===== src/hdl/xtea_block_encrypt_core_defines.svh =====
// assertion macros for the xtea block encrypt core
// no dependencies; included by files that carry concurrent checks
`ifndef XTEA_BLOCK_ENCRYPT_CORE_DEFINES_SVH
`define XTEA_BLOCK_ENCRYPT_CORE_DEFINES_SVH
`ifndef SYNTHESIS
// implication style check, disabled while in reset
`define XBE_ASSERT_PROP(label, clk, rst_n, prop) \
  label: assert property (@(posedge clk) disable iff (!rst_n) prop) \
    else $error("xtea core check failed");
// condition that must never be seen at a clock edge
`define XBE_ASSERT_NEVER(label, clk, rst_n, cond) \
  label: assert property (@(posedge clk) disable iff (!rst_n) !(cond)) \
    else $error("xtea core forbidden condition");
`else
`define XBE_ASSERT_PROP(label, clk, rst_n, prop)
`define XBE_ASSERT_NEVER(label, clk, rst_n, cond)
`endif
`endif


===== src/hdl/xtea_pkg.sv =====
// shared types, constants and key schedule helper for the xtea core
// no dependencies
package xtea_pkg;

  localparam int unsigned WORD_W    = 32;
  localparam int unsigned CFG_IDX_W = 3;
  localparam logic [WORD_W-1:0] DELTA = 32'h9E37_79B9;

  typedef logic [WORD_W-1:0] word_t;
  typedef word_t [3:0] key_t;

  // configuration register indexes
  typedef enum logic [CFG_IDX_W-1:0] {
    REG_KEY_WORD_0 = 3'd0,
    REG_KEY_WORD_1 = 3'd1,
    REG_KEY_WORD_2 = 3'd2,
    REG_KEY_WORD_3 = 3'd3
  } cfg_reg_t;

  // block travelling through the cell chain
  typedef struct packed {
    word_t left;
    word_t right;
    logic  fin;
  } blk_t;

  // output buffer status seen by the top level
  typedef struct packed {
    logic out_full;
    logic skid_full;
  } obuf_status_t;

  // schedule sum after a given number of delta steps, modulo 2^32
  function automatic word_t sched_sum(input int unsigned steps);
    logic [63:0] prod;
    prod = 64'(steps) * 64'(DELTA);
    return prod[WORD_W-1:0];
  endfunction

endpackage


===== src/hdl/xtea_obuf.sv =====
// two-entry output buffer (output register plus skid) after the cell chain
// depends on xtea_pkg; its enable freezes the whole chain while the skid is full
module xtea_obuf (
  input  logic                  clk,
  input  logic                  rst_n,
  input  logic                  last_valid,
  input  xtea_pkg::blk_t        last_blk,
  output logic                  pipe_en,
  output xtea_pkg::obuf_status_t status,
  output logic                  out_valid,
  output xtea_pkg::blk_t        out_blk,
  input  logic                  out_ready
);

  logic           out_v_r;
  logic           out_v_nxt;
  logic           skid_v_r;
  logic           skid_v_nxt;
  xtea_pkg::blk_t out_blk_r;
  xtea_pkg::blk_t skid_blk_r;
  logic           push;
  logic           pop;
  logic           load_out;
  logic           load_skid;
  logic           skid_to_out;

  assign pipe_en = !skid_v_r;
  assign push    = last_valid && pipe_en;
  assign pop     = out_v_r && out_ready;

  // buffer control
  always_comb begin
    out_v_nxt   = out_v_r;
    skid_v_nxt  = skid_v_r;
    load_out    = 1'b0;
    load_skid   = 1'b0;
    skid_to_out = 1'b0;
    priority if (skid_v_r) begin
      if (pop) begin
        skid_to_out = 1'b1;
        skid_v_nxt  = 1'b0;
      end
    end else if (push) begin
      if (!out_v_r || pop) begin
        load_out  = 1'b1;
        out_v_nxt = 1'b1;
      end else begin
        load_skid  = 1'b1;
        skid_v_nxt = 1'b1;
      end
    end else if (pop) begin
      out_v_nxt = 1'b0;
    end else begin
      out_v_nxt = out_v_r;
    end
  end

  // valid flags
  always_ff @(posedge clk) begin
    if (!rst_n) begin
      out_v_r  <= 1'b0;
      skid_v_r <= 1'b0;
    end else begin
      out_v_r  <= out_v_nxt;
      skid_v_r <= skid_v_nxt;
    end
  end

  // word storage
  always_ff @(posedge clk) begin
    if (skid_to_out) begin
      out_blk_r <= skid_blk_r;
    end else if (load_out) begin
      out_blk_r <= last_blk;
    end
    if (load_skid) begin
      skid_blk_r <= last_blk;
    end
  end

  assign out_valid        = out_v_r;
  assign out_blk          = out_blk_r;
  assign status.out_full  = out_v_r;
  assign status.skid_full = skid_v_r;

endmodule


===== config.mk =====
export PLATFORM = sky130hd
export DESIGN_NAME = xtea_obuf
export DESIGN_NICKNAME = d
export VERILOG_FILES = /design/src/hdl/xtea_block_encrypt_core_defines.svh /design/src/hdl/xtea_pkg.sv /design/src/hdl/xtea_obuf.sv
export SDC_FILE = /design/constraint.sdc
export NUM_CORES = 1
export LEC_CHECK = 0
export BUFFER_PORTS_ARGS = -buffer_cell sky130_fd_sc_hd__buf_2
export CORE_UTILIZATION = 55
export DETAILED_ROUTE_END_ITERATION = 8
export PLACE_DENSITY = 0.8
export SLEW_MARGIN = 10
export SYNTH_ARGS = -nofsm -noshare
export SYNTH_HDL_FRONTEND = slang
export SYNTH_SLANG_ARGS = --single-unit

===== constraint.sdc =====
create_clock -name clk -period 8.6 [get_ports clk]
set_clock_uncertainty 0.05 [all_clocks]
set_input_delay 0.43 -clock clk [delete_from_list [all_inputs] [get_ports clk]]
set_output_delay 0.43 -clock clk [all_outputs]
set_load 0.02 [all_outputs]

==> PnR_summary.wiki <==
{| class="wikitable"
! Metric !! Value
|-
| Outcome || finished, final reports clean
|-
| Post-Synthesis Mean Instance Area || around 23 µm²
|-
| Syn_nets || slightly below 300
|-
| Inserted Clock Buffers || 17
|-
| Number of antenna cells inserted || 0
|-
| Number of buffer and inverter instances along the worst setup path || 1
|-
| Worst endpoint data arrival time || 2.50 ns
|-
| Starting utilization of the core area || 57.3%
|-
| Wire length per cell after detailed routing || approximately 17 µm
|-
| Starting DRC count in detailed routing || 99
|-
| Ranking of synthesized cells by area || sky130_fd_sc_hd__edfxtp_1 (78%), sky130_fd_sc_hd__mux2_4 (15%), sky130_fd_sc_hd__mux2_2 (3.4%)
|-
| Final slew viol count || 0
|-
| Number of filler instances in the final layout || roughly 540
|-
| Critical Path Slowest Stage Cell || sky130_fd_sc_hd__a21oi_4
|-
| Crit start category || register
|-
| Post-CTS Resized || 0
|-
| Most frequent cell after synthesis || sky130_fd_sc_hd__edfxtp_1
|-
| Area share of the leading cell type in the synthesized netlist || about 78%
|-
| Netlist Area Pre-Place || about 5000 µm²
|-
| Number of synthesized flops with an enable pin || 130
|-
| Class of the tightest hold or removal check || input port to register
|-
| Post-CTS Setup Repair Bufs || 0
|-
| Die span in y || ~98 µm
|-
| Overall power of the completed layout || about 1.6 mW
|-
| Number of distinct library cell variants in the gate-level netlist after synthesis || 16
|-
| Number of clock sinks || roughly 130
|-
| Post-synth top flop || sky130_fd_sc_hd__edfxtp_1
|-
| Cell taking the most area after synthesis || sky130_fd_sc_hd__edfxtp_1
|-
| Vias in the first global route || 2541
|-
| Core footprint || a little under 9000 µm²
|-
| Clock Latency Late Sink || ~0.50 ns
|-
| HPWL after detailed placement || 5260 µm
|-
| Area of the die || between 9000 and 10000 µm²
|-
| Unrepaired setup endpoints after global routing || false
|-
| Wire length reported by the detailed router || around 8300 µm
|-
| Number of ports placed on the die boundary || around 140
|-
| DRC || 0
|-
| Post-CTS clock slew at the launch and capture registers of the worst setup and hold paths || roughly 0.060 ns
|-
| Vias per std cell || ~5.1
|-
| Warnings from Yosys || 0
|-
| Post-detailed-route count of antenna-violating nets || 0
|-
| Sequential area share after synthesis || 78.6%
|-
| Last weighted congestion value of the routability-driven placer || about 0.7
|-
| H-tree Lvls || 4
|-
| Req. time, crit path || 8.69 ns
|-
| Register bit count reported by yosys || ~130
|-
| TritonCTS clock tree || yes
|-
| Minimum clock period after layout || about 2.4 ns
|-
| Worst slew pin tran || between 1 and 1.5 ns
|-
| Area growth syn-to-layout || 27.8%
|-
| Bufs on Longest Clock Path || 2
|-
| Type of the worst setup path || register to register
|-
| Root Buffer || sky130_fd_sc_hd__clkbuf_8
|-
| Net total in the final layout || 438
|-
| Maximum cell stage delay along the critical path || 0.76 ns
|-
| List of cells traversed by the critical path || nand2_1 > a21oi_4 > buf_4
|-
| Die Span X || 97.5 µm
|-
| Wire length of the first global-routing pass || between 10000 and 15000 µm
|-
| All-layer global routing usage || 18.4%
|-
| Hold-fix buffer count after cts || 0
|-
| Count of buffers from port buffering || 137
|-
| Number of placement rows || 34
|-
| Final cycle utilization of the critical path || around 28%
|-
| Initial antenna violation count || 0
|-
| Most numerous cell types in the synthesized netlist || sky130_fd_sc_hd__edfxtp_1 (130), sky130_fd_sc_hd__mux2_4 (50), sky130_fd_sc_hd__mux2_2 (15)
|-
| Post-synthesis cell count || between 200 and 250
|-
| Final Hold Viols || 0
|-
| Final count of negative-setup-slack endpoints || 0
|-
| Reg2reg setup slack || 6.19 ns
|-
| Worst slew slack as a fraction of its limit || a little over a quarter
|-
| Total vias in the final route || between 2000 and 3000
|-
| Number of detailed-routing iterations run before antenna repair || 4
|-
| Maximum ir drop on the vdd rail || between 100 and 150 µV
|-
| Power density over cell area || 252 nW/µm²
|-
| Setup tns final || 0 ns
|-
| Static Leakage || around 2.7 nW
|-
| Fraction of registers with async set or reset after synthesis || 0%
|-
| Peak Freq || 0.415 GHz
|-
| Total congestion overflow || 0
|-
| Layout cells sized above 1 || a little over 60%
|-
| Maximum Capacitance Violations || 0
|-
| Highest fanout seen on the critical path || 36
|-
| Critical Path Sink Type || register
|-
| Dominant delay contributor by cell family on the critical path || compound AO/OA/AOI/OAI gates
|-
| Maximum number of pins on one net before global-route repair || 66
|}
area by class of cell:
class                   instances  area, µm²  area share, %
clock buffers                  18        418           6.52
clock inverters                14        199           3.10
inverters                       2       7.51          0.117
multi-input cells              77       1010           15.7
flip-flops and latches        132       3940           61.5
well taps                     108        135           2.11
repair buffers                139        701           10.9
worst paths after layout:
check                                             start                        to  depth (start not counted)
worst min-delay path                       last_blk[52]  skid_blk_r[52]$_DFFE_PP_                          1
worst min register to register  skid_blk_r[9]$_DFFE_PP_      out_blk[9]$_DFFE_PP_                          1
worst max-delay path             out_valid$_SDFFE_PN0P_     out_blk[55]$_DFFE_PP_                          3
worst max register to register   out_valid$_SDFFE_PN0P_     out_blk[55]$_DFFE_PP_                          3
metal layers:
metal | global-route usage (%) | vias up | routed length [µm]
met5 | 0 | - | 0
met1 | 23.7 | 1236 | 3660
li1 | - | 1176 | -
met4 | 6.79 | 0 | 53
met2 | 29.1 | 102 | 4030
met3 | 6.47 | 4 | 545
cell families (layout without fill, tap and decap cells):
kind of cell | after synthesis | after routing | synth area share, %
flip-flops | 132 | 132 | 78.6
AND/OR/NAND/NOR | 8 | 8 | 0.723
AO/OA/AOI/OAI | 4 | 4 | 0.449
buffers and inverters | 11 | 173 | 1.90
multiplexers | 65 | 65 | 18.3
worst reg2reg max path: stages, from the launching register on:
cell                      delay (ns)
sky130_fd_sc_hd__dfxtp_1        0.49
sky130_fd_sc_hd__nand2_1        0.15
sky130_fd_sc_hd__a21oi_4        0.76
sky130_fd_sc_hd__buf_4          0.58
stage by stage:
stage | hold slack, ns | util (%) | cells | instance area [µm²] | setup slack, ns
after global routing | 0.0387 | 73.2 | 490 | 6410 | 6.05
after global placement | 0.478 | 66.1 | 458 | 5790 | 6.23
after detailed placement | 0.485 | 66.1 | 458 | 5790 | 6.14
final | 0.0720 | 73.2 | 490 | 6410 | 6.19
after floorplan | 0.475 | - | 220 | 5020 | 4.25
after CTS | 0.0388 | 73.2 | 490 | 6410 | 6.16
registers in the layout, indices dropped and copies added (netlist names):
| signal | flops |
|---|---|
| out_blk | 65 |
| skid_v_r | 1 |
| skid_blk_r | 65 |
| out_valid | 1 |
cells in the final DEF (no fill, tap or decap), types with 2 or more instances in the layout:
cell	Yosys	layout
sky130_fd_sc_hd__buf_2	1	137
sky130_fd_sc_hd__edfxtp_1	130	130
sky130_fd_sc_hd__mux2_4	50	50
sky130_fd_sc_hd__clkbuf_16	0	16
sky130_fd_sc_hd__mux2_2	15	15
sky130_fd_sc_hd__nand2_1	4	4
sky130_fd_sc_hd__inv_6	0	4
sky130_fd_sc_hd__bufinv_16	0	4
sky130_fd_sc_hd__inv_1	2	2
sky130_fd_sc_hd__clkinvlp_4	0	2
sky130_fd_sc_hd__dfxtp_1	2	2
sky130_fd_sc_hd__buf_4	2	2
power by group:
part | switching (mW) | internal [mW] | leakage [nW] | total (mW)
Clock | 0.266 | 0.475 | 0.296 | 0.742
Sequential | 0.00863 | 0.746 | 1.23 | 0.755
Combinational | 0.0717 | 0.0496 | 1.13 | 0.121
(Power assumes the default switching activity.)
