--- src/hdl/xtea_block_encrypt_core_defines.svh ---
// assertion macros for the xtea block encrypt core
// no dependencies; included by files that carry concurrent checks
`ifndef XTEA_BLOCK_ENCRYPT_CORE_DEFINES_SVH
`define XTEA_BLOCK_ENCRYPT_CORE_DEFINES_SVH
`ifndef SYNTHESIS
// implication style check, disabled while in reset
`define XBE_ASSERT_PROP(label, clk, rst_n, prop) \
  label: assert property (@(posedge clk) disable iff (!rst_n) prop) \
    else $error("xtea core check failed");
// condition that must never be seen at a clock edge
`define XBE_ASSERT_NEVER(label, clk, rst_n, cond) \
  label: assert property (@(posedge clk) disable iff (!rst_n) !(cond)) \
    else $error("xtea core forbidden condition");
`else
`define XBE_ASSERT_PROP(label, clk, rst_n, prop)
`define XBE_ASSERT_NEVER(label, clk, rst_n, cond)
`endif
`endif

--- src/hdl/xtea_pkg.sv ---
// shared types, constants and key schedule helper for the xtea core
// no dependencies
package xtea_pkg;

  localparam int unsigned WORD_W    = 32;
  localparam int unsigned CFG_IDX_W = 3;
  localparam logic [WORD_W-1:0] DELTA = 32'h9E37_79B9;

  typedef logic [WORD_W-1:0] word_t;
  typedef word_t [3:0] key_t;

  // configuration register indexes
  typedef enum logic [CFG_IDX_W-1:0] {
    REG_KEY_WORD_0 = 3'd0,
    REG_KEY_WORD_1 = 3'd1,
    REG_KEY_WORD_2 = 3'd2,
    REG_KEY_WORD_3 = 3'd3
  } cfg_reg_t;

  // block travelling through the cell chain
  typedef struct packed {
    word_t left;
    word_t right;
    logic  fin;
  } blk_t;

  // output buffer status seen by the top level
  typedef struct packed {
    logic out_full;
    logic skid_full;
  } obuf_status_t;

  // schedule sum after a given number of delta steps, modulo 2^32
  function automatic word_t sched_sum(input int unsigned steps);
    logic [63:0] prod;
    prod = 64'(steps) * 64'(DELTA);
    return prod[WORD_W-1:0];
  endfunction

endpackage

--- src/hdl/xtea_cell.sv ---
// one feistel half-round cell of the xtea chain
// depends on xtea_pkg; schedule sum and key slot fixed at elaboration
module xtea_cell #(
  parameter bit          ODD_HALF  = 1'b0,
  parameter logic [31:0] ROUND_SUM = 32'h0000_0000
) (
  input  logic            clk,
  input  logic            rst_n,
  input  logic            en,
  input  logic            in_valid,
  input  xtea_pkg::blk_t  in_blk,
  input  xtea_pkg::key_t  key,
  output logic            out_valid,
  output xtea_pkg::blk_t  out_blk
);

  // even half uses sum bits 1:0, odd half uses sum bits 12:11
  localparam logic [1:0] KEY_IDX = ODD_HALF ? ROUND_SUM[12:11] : ROUND_SUM[1:0];

  logic            valid_r;
  xtea_pkg::blk_t  blk_r;
  xtea_pkg::blk_t  blk_nxt;
  xtea_pkg::word_t mix_src;
  xtea_pkg::word_t mix_val;
  xtea_pkg::word_t sched_val;

  // half-round mixing
  always_comb begin
    mix_src   = ODD_HALF ? in_blk.left : in_blk.right;
    mix_val   = ((mix_src << 4) ^ (mix_src >> 5)) + mix_src;
    sched_val = ROUND_SUM + key[KEY_IDX];
    blk_nxt   = in_blk;
    if (ODD_HALF) begin
      blk_nxt.right = in_blk.right + (mix_val ^ sched_val);
    end else begin
      blk_nxt.left = in_blk.left + (mix_val ^ sched_val);
    end
  end

  // valid bit
  always_ff @(posedge clk) begin
    if (!rst_n) begin
      valid_r <= 1'b0;
    end else if (en) begin
      valid_r <= in_valid;
    end
  end

  // word register
  always_ff @(posedge clk) begin
    if (en) begin
      blk_r <= blk_nxt;
    end
  end

  assign out_valid = valid_r;
  assign out_blk   = blk_r;

endmodule

--- config.mk ---
export PLATFORM = sky130hd
export DESIGN_NAME = xtea_cell
export DESIGN_NICKNAME = d
export VERILOG_FILES = /design/src/hdl/xtea_block_encrypt_core_defines.svh /design/src/hdl/xtea_pkg.sv /design/src/hdl/xtea_cell.sv
export SDC_FILE = /design/constraint.sdc
export NUM_CORES = 1
export LEC_CHECK = 0
export ABC_AREA = 1
export BUFFER_PORTS_ARGS = -buffer_cell sky130_fd_sc_hd__buf_2
export CELL_PAD_IN_SITES_DETAIL_PLACEMENT = 1
export CELL_PAD_IN_SITES_GLOBAL_PLACEMENT = 1
export CORE_MARGIN = 3
export CORE_UTILIZATION = 38
export CTS_BUF_LIST = sky130_fd_sc_hd__clkbuf_8
export CTS_CLUSTER_SIZE = 24
export DETAILED_ROUTE_END_ITERATION = 12
export HOLD_SLACK_MARGIN = 0.02
export PLACE_DENSITY_LB_ADDON = 0.1
export SETUP_SLACK_MARGIN = 0.2
export SYNTH_ARGS = -nofsm -noshare
export SYNTH_HDL_FRONTEND = slang
export SYNTH_SLANG_ARGS = --single-unit
export TNS_END_PERCENT = 100
--- constraint.sdc ---
create_clock -name clk -period 6.9 [get_ports clk]
set_input_delay 1.725 -clock clk [delete_from_list [all_inputs] [get_ports clk]]
set_output_delay 1.725 -clock clk [all_outputs]
set_load 0.05 [all_outputs]
==> results.txt, run 1 <==
IR analysis of the VDD net gives a maximum drop of 204 uV. The number of gates resized after CTS came out at 0. The clock network accounts for 15.0% of the total power. The endpoint arrival time on the critical path is about 5000 ps. The count of maximum capacitance violations came out at 0. The share of synthesized area occupied by flip-flops and latches is 29.6%.

The run finished with clean final reports. Across every metal layer, demand over resource in global routing totals ~23%. In this run, synthesis produced a sequential element count of 66. Power spread over the standard cell area amounts to 319 nW/um2. Headroom to the max-slew limit came out at 48.0%. The launch point of the worst hold path is out_valid$_SDFFE_PN0P_. The setup path with the least slack is of type primary input to flip-flop. In the post-route analysis, the smallest setup slack over all paths is approximately 2000 ps.

The post-layout net count came out at 1,346. The global-route track usage on met2 is about two fifths. Summing the areas of all and, or, nand and nor instances in the mapped netlist gives 27.5% of the synthesized area. The power spent charging and discharging nets came out at roughly 1300 uW. The endpoint type of the worst setup path is a flip-flop. The depth of the CTS H-tree came out at 3. The type of origin of the critical path is a primary input. The switching power share of the total came out at between 50% and 60%. The library cells used most frequently in the layout, excluding fill and tap cells, are 261 x sky130_fd_sc_hd__nand2_1, 166 x sky130_fd_sc_hd__buf_2, 125 x sky130_fd_sc_hd__inv_1. The post-synthesis net count is between 1,000 and 1,500. The synthesized area per cell is between 7 and 8 um2. The first-pass detailed-route iteration total is 4.

The slew at the pin with the worst max-slew slack came out at roughly 780 ps. The start point of the critical path is in_blk[6]. Using the TritonRoute via totals, the vias-per-cell ratio works out to between 4 and 5. The number of inserted diodes came out at 0. The slowest stage cell on the critical path is sky130_fd_sc_hd__ha_1. The Yosys step of the flow raised 0 warnings. The number of buffers inserted by port buffering came out at 166. The detailed router finished its first iteration with between 400 and 500 violations. The global-route wire length before repair came out at 35,700 um. Detailed routing inserted a total of approximately 6,500 vias. The layout filler cell count came out at around 2,300. The number of antenna violations at the first check in global routing came out at 0.

The number of buffers on the longest clock path is 2. The final cell area excluding filler cells is between 7000 and 8000 um2. Leaving out fill and tap cells, the most frequent cell in the layout is sky130_fd_sc_hd__nand2_1. The via count of the first global-routing pass was about 6,700.

The number of buffers inserted during clock tree synthesis came out at 9. The portion of total power attributed to combinational logic came out at 61.4%. The met1 demand-to-capacity share in global routing is about a third. The synthesized netlist devotes between 9 and 10% of its cell area to compound gates. The worst clock skew on the final layout came out at 0 ps.

In this run the remaining antenna-violating nets after routing total 0. The post-layout minimum cycle time came out at slightly below 5000 ps. The final number of max-transition violations is 0. After legalization and detailed placement, the total HPWL measured roughly 19,000 um. The adder and majority gate portion of the synthesized area came out at 13.6%. The latest clock arrival within the worst-skew pair is ~360 ps. The maximum single-stage delay on the critical path is approximately 490 ps. By area, the combinational part of the netlist is dominated by simple AND/OR/NAND/NOR gates.

The placed cell area came out at between 7000 and 8000 um2. The gate count after technology mapping is 900. The number of distinct standard cells referenced by the synthesized netlist is 33. The mux share of post-synthesis cell area came out at 0%.

The initial cell density of the core is just under 40%. Counting stages on the worst path, the most repeated cell is sky130_fd_sc_hd__nand2_1. The internal power component is between 1000 and 1500 uW. The setup violation total in the final timing report is 0. Traced cell by cell, the critical path runs through buf_2, ha_1, inv_1, fa_1, nand3b_1, nand2_1, nand2_1, nand2_1, nand2_1, nand2_1, nand2_1, nand3_1, nand2_1, nand2_1, inv_1, ha_1, nand2_1, nor2_1, nand2_1, inv_1, nand3_1, o211ai_1, nand2_1. The post-route netlist has between 10% and 20% of its cells at a drive strength greater than 1. The post-cts hold buffer count is 0. The total power is 2550 uW.

The leakage power summed over all cells came out at 0.00409 uW. Setup repair after global routing left no endpoint under its margin. The biggest fanout along the worst timing path is 7. The final-report hold violation count is 0. The total die area came out at between 15,000 and 20,000 um2.

The core region is 16,900 um2. The share of total power in sequential cells is between 20% and 30%. The min-delay analysis places its worst path in the category flip-flop to flip-flop. The final cycle utilization of the critical path came out at between 70% and 80%. The global routing stage identified its most utilized layer as met2.

Entering global routing, the biggest net connects 37 pins. The residual overflow from global routing is 0. After clock tree synthesis, the setup repair step added 0 buffers. The overall die width is roughly 140 um. For this run, the top clock speed supported by timing is 203 MHz.

The final routed wire length divided by cell count is 16.7 um. The xor-xnor portion of the synthesized cell area is between 10% and 20%. The weighted congestion reported at the end of routability-driven placement came out at 0.904.

CTS saw 66 sinks. The buffer cell driving the clock tree root is sky130_fd_sc_hd__clkbuf_8. The mapped cell area is approximately 6700 um2. For this design the top-level I/O count stands at about 260. In this run the vertical extent of the chip is 138 um. The wire length reported by the detailed router came out at between 20,000 and 25,000 um. The startpoint identified for the worst register-to-register timing path is out_valid$_SDFFE_PN0P_. The number of DRC violations after detailed routing came out at 0.

The area growth from synthesis to layout is 20.0%. The worst setup slack after placement came out at 1570 ps. The row count is between 40 and 50. The post-CTS clock slew at the launch and capture registers of the worst setup and hold paths came out at 80 ps. The TritonCTS clock tree is built.

Adding up every negative setup slack in the final design gives 0 ps. The global-route track usage on met3 is under 10%. The data required time at the worst endpoint came out at 7000 ps.
## layout make-up
cell class                 count  area (um2)  area share (%)
clock buffer                   9         124            1.55
tap                          220         275            3.45
clock inverter                 7        92.6            1.16
timing repair buffer         167         838            10.5
multi-input combinational    708        4210            52.7
inverter                     126         473            5.93
sequential                    66        1970            24.7
## cells by family (layout without fill, tap and decap cells)
logic type,after synthesis,count (layout)
xor+xnor,93,93
compound gates,116,116
simple gates,428,428
flops,66,66
fa+ha+maj,71,71
buf+inv,126,309
## worst max-delay path: cells and delay by family
kind / cells / cell delay (ps)
AO/OA/AOI/OAI: 1 / 190
AND/OR/NAND/NOR: 15 / 1680
adder cells (fa/ha/maj): 3 / 1080
buffers and inverters: 4 / 340
## registers in the layout, summed over array words and instances, names as in the netlist
name       count
out_blk       65
out_valid      1
## worst paths after layout
path,endpoint,slack [ps],cells after the start
setup reg to reg,out_valid$_SDFFE_PN0P_,6190,2
hold reg to reg,out_valid$_SDFFE_PN0P_,590,2
hold / removal,out_valid$_SDFFE_PN0P_,590,2
setup / recovery,out_blk[60]$_DFFE_PP_,1970,23
## Yosys cell counts
library cell	number	share of area, %
sky130_fd_sc_hd__nand3b_1	4	0.45
sky130_fd_sc_hd__a21boi_0	2	0.23
sky130_fd_sc_hd__nand4_1	11	1.0
sky130_fd_sc_hd__a31oi_1	2	0.19
sky130_fd_sc_hd__dfxtp_1	1	0.30
sky130_fd_sc_hd__inv_2	1	0.056
sky130_fd_sc_hd__nand2_1	261	15
sky130_fd_sc_hd__nor3_1	9	0.68
sky130_fd_sc_hd__a21oi_1	67	5.0
sky130_fd_sc_hd__nand3_2	2	0.30
sky130_fd_sc_hd__o21a_1	4	0.45
sky130_fd_sc_hd__and2_1	1	0.094
sky130_fd_sc_hd__xnor2_1	21	2.8
sky130_fd_sc_hd__xor2_1	71	9.3
sky130_fd_sc_hd__o21bai_2	1	0.17
sky130_fd_sc_hd__inv_1	125	7.1
sky130_fd_sc_hd__and3_1	2	0.19
sky130_fd_sc_hd__nor3_2	5	0.75
sky130_fd_sc_hd__nand2_2	11	1.0
sky130_fd_sc_hd__nor2_1	65	3.7
sky130_fd_sc_hd__xor2_2	1	0.24
sky130_fd_sc_hd__edfxtp_1	65	29
sky130_fd_sc_hd__a21o_1	6	0.68
sky130_fd_sc_hd__o21ai_1	2	0.15
sky130_fd_sc_hd__o211ai_1	1	0.11
sky130_fd_sc_hd__o21bai_1	12	1.4
sky130_fd_sc_hd__fa_1	2	0.60
sky130_fd_sc_hd__nor2_4	1	0.17
sky130_fd_sc_hd__nor2_2	7	0.66
sky130_fd_sc_hd__ha_1	69	13
sky130_fd_sc_hd__nor4_1	3	0.28
sky130_fd_sc_hd__nand3_1	46	3.5
sky130_fd_sc_hd__o21ai_0	19	1.4
## per-layer routing
metal	wire [um]	part of all wire, %
met2	10100	47
met5	0	0
met4	137	0.63
met3	951	4.4
met1	10500	48
## stage by stage
| stage | cells | util, % | hold slack (ps) |
|---|---|---|---|
| global placement | 1287 | 46.0 | 522 |
| finish | 1303 | 47.3 | 587 |
| global route | 1303 | 47.3 | 609 |
| CTS | 1303 | 47.3 | 583 |
| floorplan | 900 | - | 753 |
| detailed placement | 1287 | 46.0 | 556 |
## power groups by stage
| stage | Clock [uW] | Sequential, uW | Combinational (uW) |
|---|---|---|---|
| global placement | 0 | 607 | 1540 |
| detailed placement | 0 | 610 | 1560 |
| finish | 383 | 600 | 1560 |
| CTS | 393 | 602 | 1580 |
| floorplan | 0 | 960 | 801 |
| global route | 411 | 613 | 1740 |
Power figures use the tool's default switching activity.
==> run 2: changes to the inputs <==
CORE_UTILIZATION = 32   (was 38)
clock period = 4.07 ns   (was 6.9 ns; I/O delays follow)
==> run 2 against run 1 <==
  * Hold slack lost 39 ps
  * Sequential power rose by 70%
  * Global-route usage decreased by 1.5 points
  * Total power increased by 120%
  * Cell area grew 40%
  * Clock power increased by 71%
  * Clock-buffer cell count unchanged
==> results.txt, run 2 (synthesized netlist as in run 1, its figures left out) <==
The post-cts hold buffer count is 0 (unchanged). The fmax is 259 MHz. Top library cells by usage in the layout, fill and taps aside: 205 x sky130_fd_sc_hd__buf_4, 187 x sky130_fd_sc_hd__nand2_1, 159 x sky130_fd_sc_hd__buf_2 (was 261 x sky130_fd_sc_hd__nand2_1, 166 x sky130_fd_sc_hd__buf_2, 125 x sky130_fd_sc_hd__inv_1). The category of the most critical setup path is primary input to flip-flop (unchanged). The row count came out at 52 (was 47). The timing endpoint of the critical path is out_blk[61]$_DFFE_PP_ (was out_blk[60]$_DFFE_PP_). The floorplan die height came out at 150 um (was 138 um). The DRC marker count from the first detailed-route iteration is 319 (was 402). The flip-flop count of the largest register, all copies and words added came out at 65 (unchanged). The total power is 5730 uW (was 2550 uW).

The post-CTS clock slew at the launch and capture registers of the worst setup and hold paths came to 80 ps (about the same). Setup repair after global routing missed its margin: true (was false). The detailed placer's ending HPWL is 20,700 um (was 18,700 um). The slew at the pin with the worst max-slew slack came out at 500 ps (was 779 ps). The reg-to-reg critical path startpoint was out_valid$_SDFFE_PN0P_ (unchanged).

The biggest fanout along the worst timing path was 4 (was 7). The via count is 7,477 (was 6,481). The initial cell density of the core is 32.8% (was 39.4%).

The count of maximum capacitance violations is 0 (unchanged). The number of buffers inserted during clock tree synthesis is 9 (unchanged). The final cell area excluding filler cells came to 11,200 um2 (was 7980 um2). The top-level I/O count came out at 263 (unchanged).

The length of routed met3 wiring came out at 907 um (was 951 um). The weighted congestion reported at the end of routability-driven placement is 0.883 (was 0.904). The number of buffers inserted by port buffering came to 166 (unchanged). Run status: finished, final reports clean (unchanged). The endpoint arrival time on the critical path is 4000 ps (was 5030 ps). The highest routing layer actually used was met4 (unchanged). The TritonCTS clock tree is built (unchanged). The post-layout net count is 1,556 (was 1,346). The final cycle utilization of the critical path is a little over nine tenths. The residual overflow from global routing came out at 0 (unchanged).

The final-report hold violation count came out at 0 (unchanged). The ratio of total power to cell area came out at 512 nW/um2 (was 319 nW/um2). The wire length reported by the detailed router was 27,400 um (was 21,700 um).

The fraction of final layout cells sized beyond drive strength 1 came to 53.2% (was 19.5%). The number of inserted diodes is 0 (unchanged). The depth of the CTS H-tree is 3 (unchanged). The first-pass detailed-route iteration total came out at 4 (unchanged). The number of vias per cell came out at 4.78 (was 4.97).

Subtracting the final worst setup slack from the clock period gives between 3000 and 4000 ps. The post-detailed-route count of antenna-violating nets came to 0 (unchanged). The setup violation total in the final timing report came out at 0 (unchanged). The final routed wire length divided by cell count is 17.5 um (was 16.7 um). The via count of the first global-routing pass is 7,489 (was 6,733). The number of DRC violations after detailed routing came out at 0 (unchanged). The logic depth of the worst register-to-register path came to 2 (unchanged). The most common cell after layout, fill and taps aside is sky130_fd_sc_hd__buf_4 (was sky130_fd_sc_hd__nand2_1). The global-route total usage across every layer is 21.6% (was 23.1%). The signed area change from the synthesized netlist to the final layout came out at 68.3% (was 20.0%). The number of clock sinks came out at 66 (unchanged).

The number of buffers on the longest clock path is 2 (unchanged). The maximum number of pins on one net before global-route repair is 39 (was 37). The global-route wire length before repair is 37,600 um (was 35,700 um).

The worst voltage drop across the vdd grid came out at 167 uV (was 204 uV). The latest clock arrival within the worst-skew pair is 380 ps (was 360 ps). The placed cell area is 9240 um2 (was 7760 um2).

The placeable core area is 20,300 um2 (was 16,900 um2). The total die area came out at 22,600 um2 (was 19,100 um2). The post-route met1 wirelength came out at 11,500 um (was 10,500 um). The total met2 wirelength after detailed routing came to 14,500 um (was 10,100 um).

The leakage power summed over all cells is 0.00537 uW (was 0.00409 uW). The worst clock skew on the final layout is 0 ps (unchanged). The hold slack came out at 548 ps (was 587 ps). The final cell utilization of the core came out at 55.2% (was 47.3%). The data required time at the worst endpoint came out at 4210 ps (was 7000 ps).

The critical register-to-register path endpoint was out_valid$_SDFFE_PN0P_ (unchanged). The remaining max-slew budget at the tightest pin came to 66.6% (was 48.0%). The overall die width is 150 um (was 138 um).

The endpoint type of the worst setup path is a flip-flop (unchanged). The start point of the critical path is in_blk[12] (was in_blk[6]). The worst hold-check path type is flip-flop to flip-flop (unchanged). The type of origin of the critical path is a primary input (unchanged).

The final number of max-transition violations came to 0 (unchanged). The slack of the worst reg-to-reg path is 3420 ps (was 6190 ps). The number of antenna violations at the first check in global routing came out at 0 (unchanged). The buffer cell driving the clock tree root is sky130_fd_sc_hd__clkbuf_8 (unchanged).
-- run 2: cell count changes in the layout (fill, tap and decap cells not counted), moves of 15 or more --
| cell | before | now |
|---|---|---|
| sky130_fd_sc_hd__a21oi_1 | 67 | 22 |
| sky130_fd_sc_hd__inv_1 | 125 | 109 |
| sky130_fd_sc_hd__ha_1 | 69 | 27 |
| sky130_fd_sc_hd__a21oi_2 | 0 | 35 |
| sky130_fd_sc_hd__inv_2 | 1 | 16 |
| sky130_fd_sc_hd__nand2_1 | 261 | 187 |
| sky130_fd_sc_hd__xor2_1 | 71 | 55 |
| sky130_fd_sc_hd__nor2_1 | 65 | 37 |
| sky130_fd_sc_hd__buf_4 | 1 | 205 |
| sky130_fd_sc_hd__ha_4 | 0 | 33 |
| sky130_fd_sc_hd__nand2_2 | 11 | 71 |
-- run 2: how the worst min path moves through the flow --
stage                                 startpoint                     end  slack, ps  depth (start not counted)
final                     out_valid$_SDFFE_PN0P_  out_valid$_SDFFE_PN0P_        550                          2
after global routing      out_valid$_SDFFE_PN0P_  out_valid$_SDFFE_PN0P_        570                          2
after CTS                 out_valid$_SDFFE_PN0P_  out_valid$_SDFFE_PN0P_        550                          2
after detailed placement  out_valid$_SDFFE_PN0P_  out_valid$_SDFFE_PN0P_        530                          2
after global placement    out_valid$_SDFFE_PN0P_  out_valid$_SDFFE_PN0P_        520                          2
after floorplan           out_valid$_SDFFE_PN0P_  out_valid$_SDFFE_PN0P_        750                          2
-- run 2: per-stage QoR --
step | std cells | TNS, ps | setup WS [ps]
floorplan | 900 | 0 | 330
global placement | 1525 | -4020 | -357
detailed placement | 1525 | -5090 | -455
CTS | 1541 | 0 | 165
global route | 1563 | 0 | 55.0
finish | 1563 | 0 | 205
-- run 2: cell type report --
cell class,count,area [um2]
clock buffer,9,124
clock inverter,7,96.3
fill,2499,9100
inverter,126,478
multi-input combinational,708,5710
sequential,66,1970
tap,270,338
timing repair buffer,377,2480
-- run 2: what timing repair did --
item | CTS | global route
setup buffers | 0 | 22
pin swaps | 11 | 128
gates resized for setup | 43 | 327
setup endpoints to repair | 13 | 21
-- run 2: worst max-delay path: stages --
cell                      delay, ps
sky130_fd_sc_hd__buf_2          170
sky130_fd_sc_hd__xor2_1         160
sky130_fd_sc_hd__ha_2           430
sky130_fd_sc_hd__nand2_2        130
sky130_fd_sc_hd__nor2_2         160
sky130_fd_sc_hd__buf_4          130
sky130_fd_sc_hd__nand2_1         40
sky130_fd_sc_hd__inv_1          110
sky130_fd_sc_hd__nand3_2        140
sky130_fd_sc_hd__nand2_1        110
sky130_fd_sc_hd__nand2_1         70
sky130_fd_sc_hd__nand2_2         90
sky130_fd_sc_hd__inv_2           50
sky130_fd_sc_hd__ha_4           280
sky130_fd_sc_hd__buf_6          120
sky130_fd_sc_hd__nand2_2         80
sky130_fd_sc_hd__nor2_1         100
sky130_fd_sc_hd__inv_1           90
sky130_fd_sc_hd__nor4_2         270
sky130_fd_sc_hd__nand2_1        130
sky130_fd_sc_hd__nand3_1        100
sky130_fd_sc_hd__nand2_1         50
-- run 2: power by group --
| part | internal, uW | switching, uW |
|---|---|---|
| clock | 345 | 310 |
| sequential | 985 | 33.5 |
| combinational | 1620 | 2430 |
| total | 2950 | 2780 |
-- run 2: layer usage --
metal	vias to the layer above	track usage [%]
li1	3710	-
met1	3588	27.4
met2	146	38.5
met3	33	2.65
met4	0	6.36
met5	-	0
==> run 3: changes to the inputs <==
ABC_AREA = not set   (was 1)
CORE_UTILIZATION = 33   (was 32)
==> run 3 against run 2 <==
  * The run now ends with setup timing left
  * Non-clock buffer count up 41
  * Clock power down 23%
  * Critical path depth up 1
  * Flip-flop and latch count unchanged
  * Combinational power up 2%
==> results.txt, run 3 <==
Top library cells by usage in the layout, fill and taps aside: 222 x sky130_fd_sc_hd__buf_4, 159 x sky130_fd_sc_hd__buf_2, 65 x sky130_fd_sc_hd__edfxtp_1 (was 205 x sky130_fd_sc_hd__buf_4, 187 x sky130_fd_sc_hd__nand2_1, 159 x sky130_fd_sc_hd__buf_2). The latest clock arrival within the worst-skew pair came to 370 ps (was 380 ps). The non-filler instance count after layout came out at 1,221 (was 1,563). The first-pass detailed-route iteration total came to 4 (unchanged). The endpoint arrival time on the critical path is 4870 ps (was 4000 ps).

The signed area change from the synthesized netlist to the final layout is 72.9% (was 68.3%). The via count is 6,358 (was 7,477). Run status: finished with violations (was finished, final reports clean).

Leading post-synthesis cells by instance count: 69 x sky130_fd_sc_hd__ha_1, 65 x sky130_fd_sc_hd__edfxtp_1, 60 x sky130_fd_sc_hd__xnor2_1 (was 261 x sky130_fd_sc_hd__nand2_1, 125 x sky130_fd_sc_hd__inv_1, 71 x sky130_fd_sc_hd__xor2_1). The wire length reported by the detailed router is 24,500 um (was 27,400 um). The worst hold-check path type was flip-flop to flip-flop (unchanged). The initial cell density of the core is 34.4% (was 32.8%). The number of buffers inserted during clock tree synthesis came out at 9 (unchanged). The row count is 47 (was 52). The type of origin of the critical path was a primary input (unchanged).

The TritonCTS clock tree is built (unchanged). The DRC marker count from the first detailed-route iteration came to 218 (was 319). The setup violation total in the final timing report came to 17 (was 0). The most common cell after layout, fill and taps aside is sky130_fd_sc_hd__buf_4 (unchanged). The data required time at the worst endpoint came to 4200 ps (was 4210 ps).

The worst setup slack after placement came out at -1160 ps (was -455 ps). The count of maximum capacitance violations is 0 (unchanged). The number of antenna violations at the first check in global routing came out at 0 (unchanged).

The worst clock skew on the final layout is 0 ps (unchanged). The number of inserted diodes is 0 (unchanged). The total met2 wirelength after detailed routing was 12,300 um (was 14,500 um). The remaining max-slew budget at the tightest pin is 72.4% (was 66.6%).

The post-route met1 wirelength is 10,500 um (was 11,500 um). The final worst slack is -675 ps (was 205 ps). The final routed wire length divided by cell count came out at 20.1 um (was 17.5 um). The post-CTS clock slew at the launch and capture registers of the worst setup and hold paths came out at 80 ps (about the same). The final cell area excluding filler cells is 10,000 um2 (was 11,200 um2). The share of synthesized flip-flops with an asynchronous set or reset was 0% (unchanged). The weighted congestion reported at the end of routability-driven placement is 0.927 (was 0.883).

The depth of the CTS H-tree was 3 (unchanged). The total placed cells including tap cells was 1,152 (was 1,525). The number of enable flip-flop cells after synthesis came out at 65 (unchanged). The most common cell in the synthesized netlist is sky130_fd_sc_hd__ha_1 (was sky130_fd_sc_hd__nand2_1). The post-layout minimum cycle time is 4740 ps (was 3870 ps).

The endpoint type of the worst setup path was a flip-flop (unchanged). The fraction of final layout cells sized beyond drive strength 1 came out at 57.2% (was 53.2%). The final cycle utilization of the critical path was 117% (was 95.0%). The global-route total usage across every layer came to 23.6% (was 21.6%). The hold slack came to 541 ps (was 548 ps). The final reports fail on setup timing.

The number of buffers on the longest clock path is 2 (unchanged). The biggest area consumer among synthesized cells is sky130_fd_sc_hd__edfxtp_1 (unchanged). The mapped cell area is 5800 um2 (was 6650 um2). The Yosys warning count came to 0 (unchanged). The worst voltage drop across the vdd grid is 321 uV (was 167 uV). The post-synthesis sequential element count is 66 (unchanged). The final number of max-transition violations is 0 (unchanged). The main flop type after synthesis was sky130_fd_sc_hd__edfxtp_1 (unchanged).

The number of vias per cell was 5.21 (was 4.78). Top post-synthesis cells by area: sky130_fd_sc_hd__edfxtp_1 34%, sky130_fd_sc_hd__ha_1 15%, sky130_fd_sc_hd__xnor2_1 9.1% (was sky130_fd_sc_hd__edfxtp_1 29%, sky130_fd_sc_hd__nand2_1 15%, sky130_fd_sc_hd__ha_1 13%). The ratio of total power to cell area was 567 nW/um2 (was 512 nW/um2).

The maximum number of pins on one net before global-route repair came out at 28 (was 39). The highest routing layer actually used was met4 (unchanged). The synthesized area per cell came out at 10.1 um2 (was 7.39 um2). The slew at the pin with the worst max-slew slack is 414 ps (was 500 ps).

The detailed placer's ending HPWL is 17,800 um (was 20,700 um). The category of the most critical setup path is primary input to flip-flop (unchanged). The gate count after technology mapping came out at 573 (was 900). The placeable core area is 16,900 um2 (was 20,300 um2). The post-synthesis net count came out at 841 (was 1,168). The biggest fanout along the worst timing path is 4 (unchanged). The final-report hold violation count is 0 (unchanged). The flip-flop count of the largest register, all copies and words added is 65 (unchanged). The floorplan die height is 139 um (was 150 um). The number of clock sinks is 66 (unchanged). The fmax was 211 MHz (was 259 MHz). The total die area is 19,200 um2 (was 22,600 um2). The via count of the first global-routing pass is 6,979 (was 7,489). Setup repair after global routing missed its margin: true (unchanged).

The overall die width came out at 139 um (was 150 um). The slack of the worst reg-to-reg path was 3470 ps (was 3420 ps). The residual overflow from global routing came out at 0 (unchanged). The number of distinct standard cells referenced by the synthesized netlist was 64 (was 33). The top-level I/O count is 263 (unchanged). The post-layout net count is 1,265 (was 1,556). The number of buffers inserted by port buffering is 166 (unchanged). The post-detailed-route count of antenna-violating nets is 0 (unchanged). The placed cell area is 8470 um2 (was 9240 um2).

The length of routed met3 wiring was 1150 um (was 907 um). The share of synthesized area occupied by flip-flops and latches is 34.0% (was 29.6%). The global-route wire length before repair is 36,500 um (was 37,600 um). The leakage power summed over all cells is 0.00461 uW (was 0.00537 uW).

The portion of synthesized cell area occupied by the leading cell type is 33.7% (was 29.3%). The number of DRC violations after detailed routing is 0 (unchanged). The buffer cell driving the clock tree root is sky130_fd_sc_hd__clkbuf_8 (unchanged).

The total power is 5690 uW (was 5730 uW).
[run 3: cell types whose count changed after synthesis, sizes merged, moves of 8 or more]
cell	previous run	this run
a211oi	0	9
xnor2	21	60
a21oi	67	51
a21o	6	25
nand3	48	14
o21ai	21	30
xor2	72	50
nand2	272	46
inv	126	13
o21bai	13	5
nor2	73	32
[run 3: critical path: stages]
cell	delay, ps
sky130_fd_sc_hd__buf_6	110
sky130_fd_sc_hd__buf_6	110
sky130_fd_sc_hd__xor2_2	140
sky130_fd_sc_hd__ha_2	320
sky130_fd_sc_hd__nand2_2	100
sky130_fd_sc_hd__a21oi_1	110
sky130_fd_sc_hd__a221oi_2	360
sky130_fd_sc_hd__a21oi_1	130
sky130_fd_sc_hd__o21ai_1	140
sky130_fd_sc_hd__nand2b_1	90
sky130_fd_sc_hd__a21o_1	170
sky130_fd_sc_hd__a21oi_2	130
sky130_fd_sc_hd__xnor2_1	130
sky130_fd_sc_hd__ha_1	270
sky130_fd_sc_hd__and4_1	180
sky130_fd_sc_hd__and3_4	200
sky130_fd_sc_hd__a21oi_2	130
sky130_fd_sc_hd__o21ai_1	90
sky130_fd_sc_hd__a221oi_2	280
sky130_fd_sc_hd__o211ai_1	180
sky130_fd_sc_hd__a31o_1	230
sky130_fd_sc_hd__a21oi_2	140
sky130_fd_sc_hd__xnor2_1	80
[run 3: through the flow]
stage,utilization (%),TNS (ps)
after CTS,56.7,-5290
after detailed placement,50.2,-14580
after floorplan,-,-4620
after global placement,50.2,-12600
final,59.4,-7110
after global routing,59.4,-9790
[run 3: final cells by class]
cell class | count | area, um2
Sequential cell | 66 | 1970
Multi-Input combinational cell | 489 | 4650
Timing Repair Buffer | 418 | 2910
Inverter | 13 | 51.3
Tap cell | 220 | 275
Fill cell | 1878 | 6850
Clock inverter | 6 | 36.3
Clock buffer | 9 | 124
[run 3: routing by layer]
metal	global-route usage, %	up-vias
met4	7.12	0
met1	29.8	3091
met5	0	-
li1	-	2986
met3	4.28	56
met2	41.2	225
[run 3: final timing paths]
check / startpoint / endpoint / cells after the start
setup / recovery: in_blk[2] / out_blk[61]$_DFFE_PP_ / 23
hold / removal: out_valid$_SDFFE_PN0P_ / out_valid$_SDFFE_PN0P_ / 2
setup reg to reg: out_valid$_SDFFE_PN0P_ / out_valid$_SDFFE_PN0P_ / 2
hold reg to reg: out_valid$_SDFFE_PN0P_ / out_valid$_SDFFE_PN0P_ / 2
[run 3: power by group]
part | switching [uW] | leakage, uW | internal (uW) | total, uW
Clock | 293 | 0.0000783 | 213 | 506
Sequential | 44.2 | 0.000644 | 1010 | 1060
Combinational | 2280 | 0.00389 | 1850 | 4130
Total | 2620 | 0.00461 | 3070 | 5690
[run 3: logic make-up (layout without fill, tap and decap cells)]
logic type                 count (synthesis)  in the layout  share of synthesized area (%)
buffers and inverters                     18            446                           1.21
adders and majority gates                 71             71                           15.6
AOI/OAI and AO/OA                        170            170                           21.1
muxes                                      2              2                          0.345
xor gates and xnor gates                 110            110                           16.6
DFF                                       66             66                           34.0
and+or+nand+nor                          136            136                           11.1
[run 3: what timing repair did]
item / in CTS / in global routing
pin swaps: 98 / 60
cloned: 0 / 0
buffers inserted: 40 / 14
hold buffers: 0 / 0
gates resized for setup: 134 / 62
endpoints found under the setup margin: 19 / 20
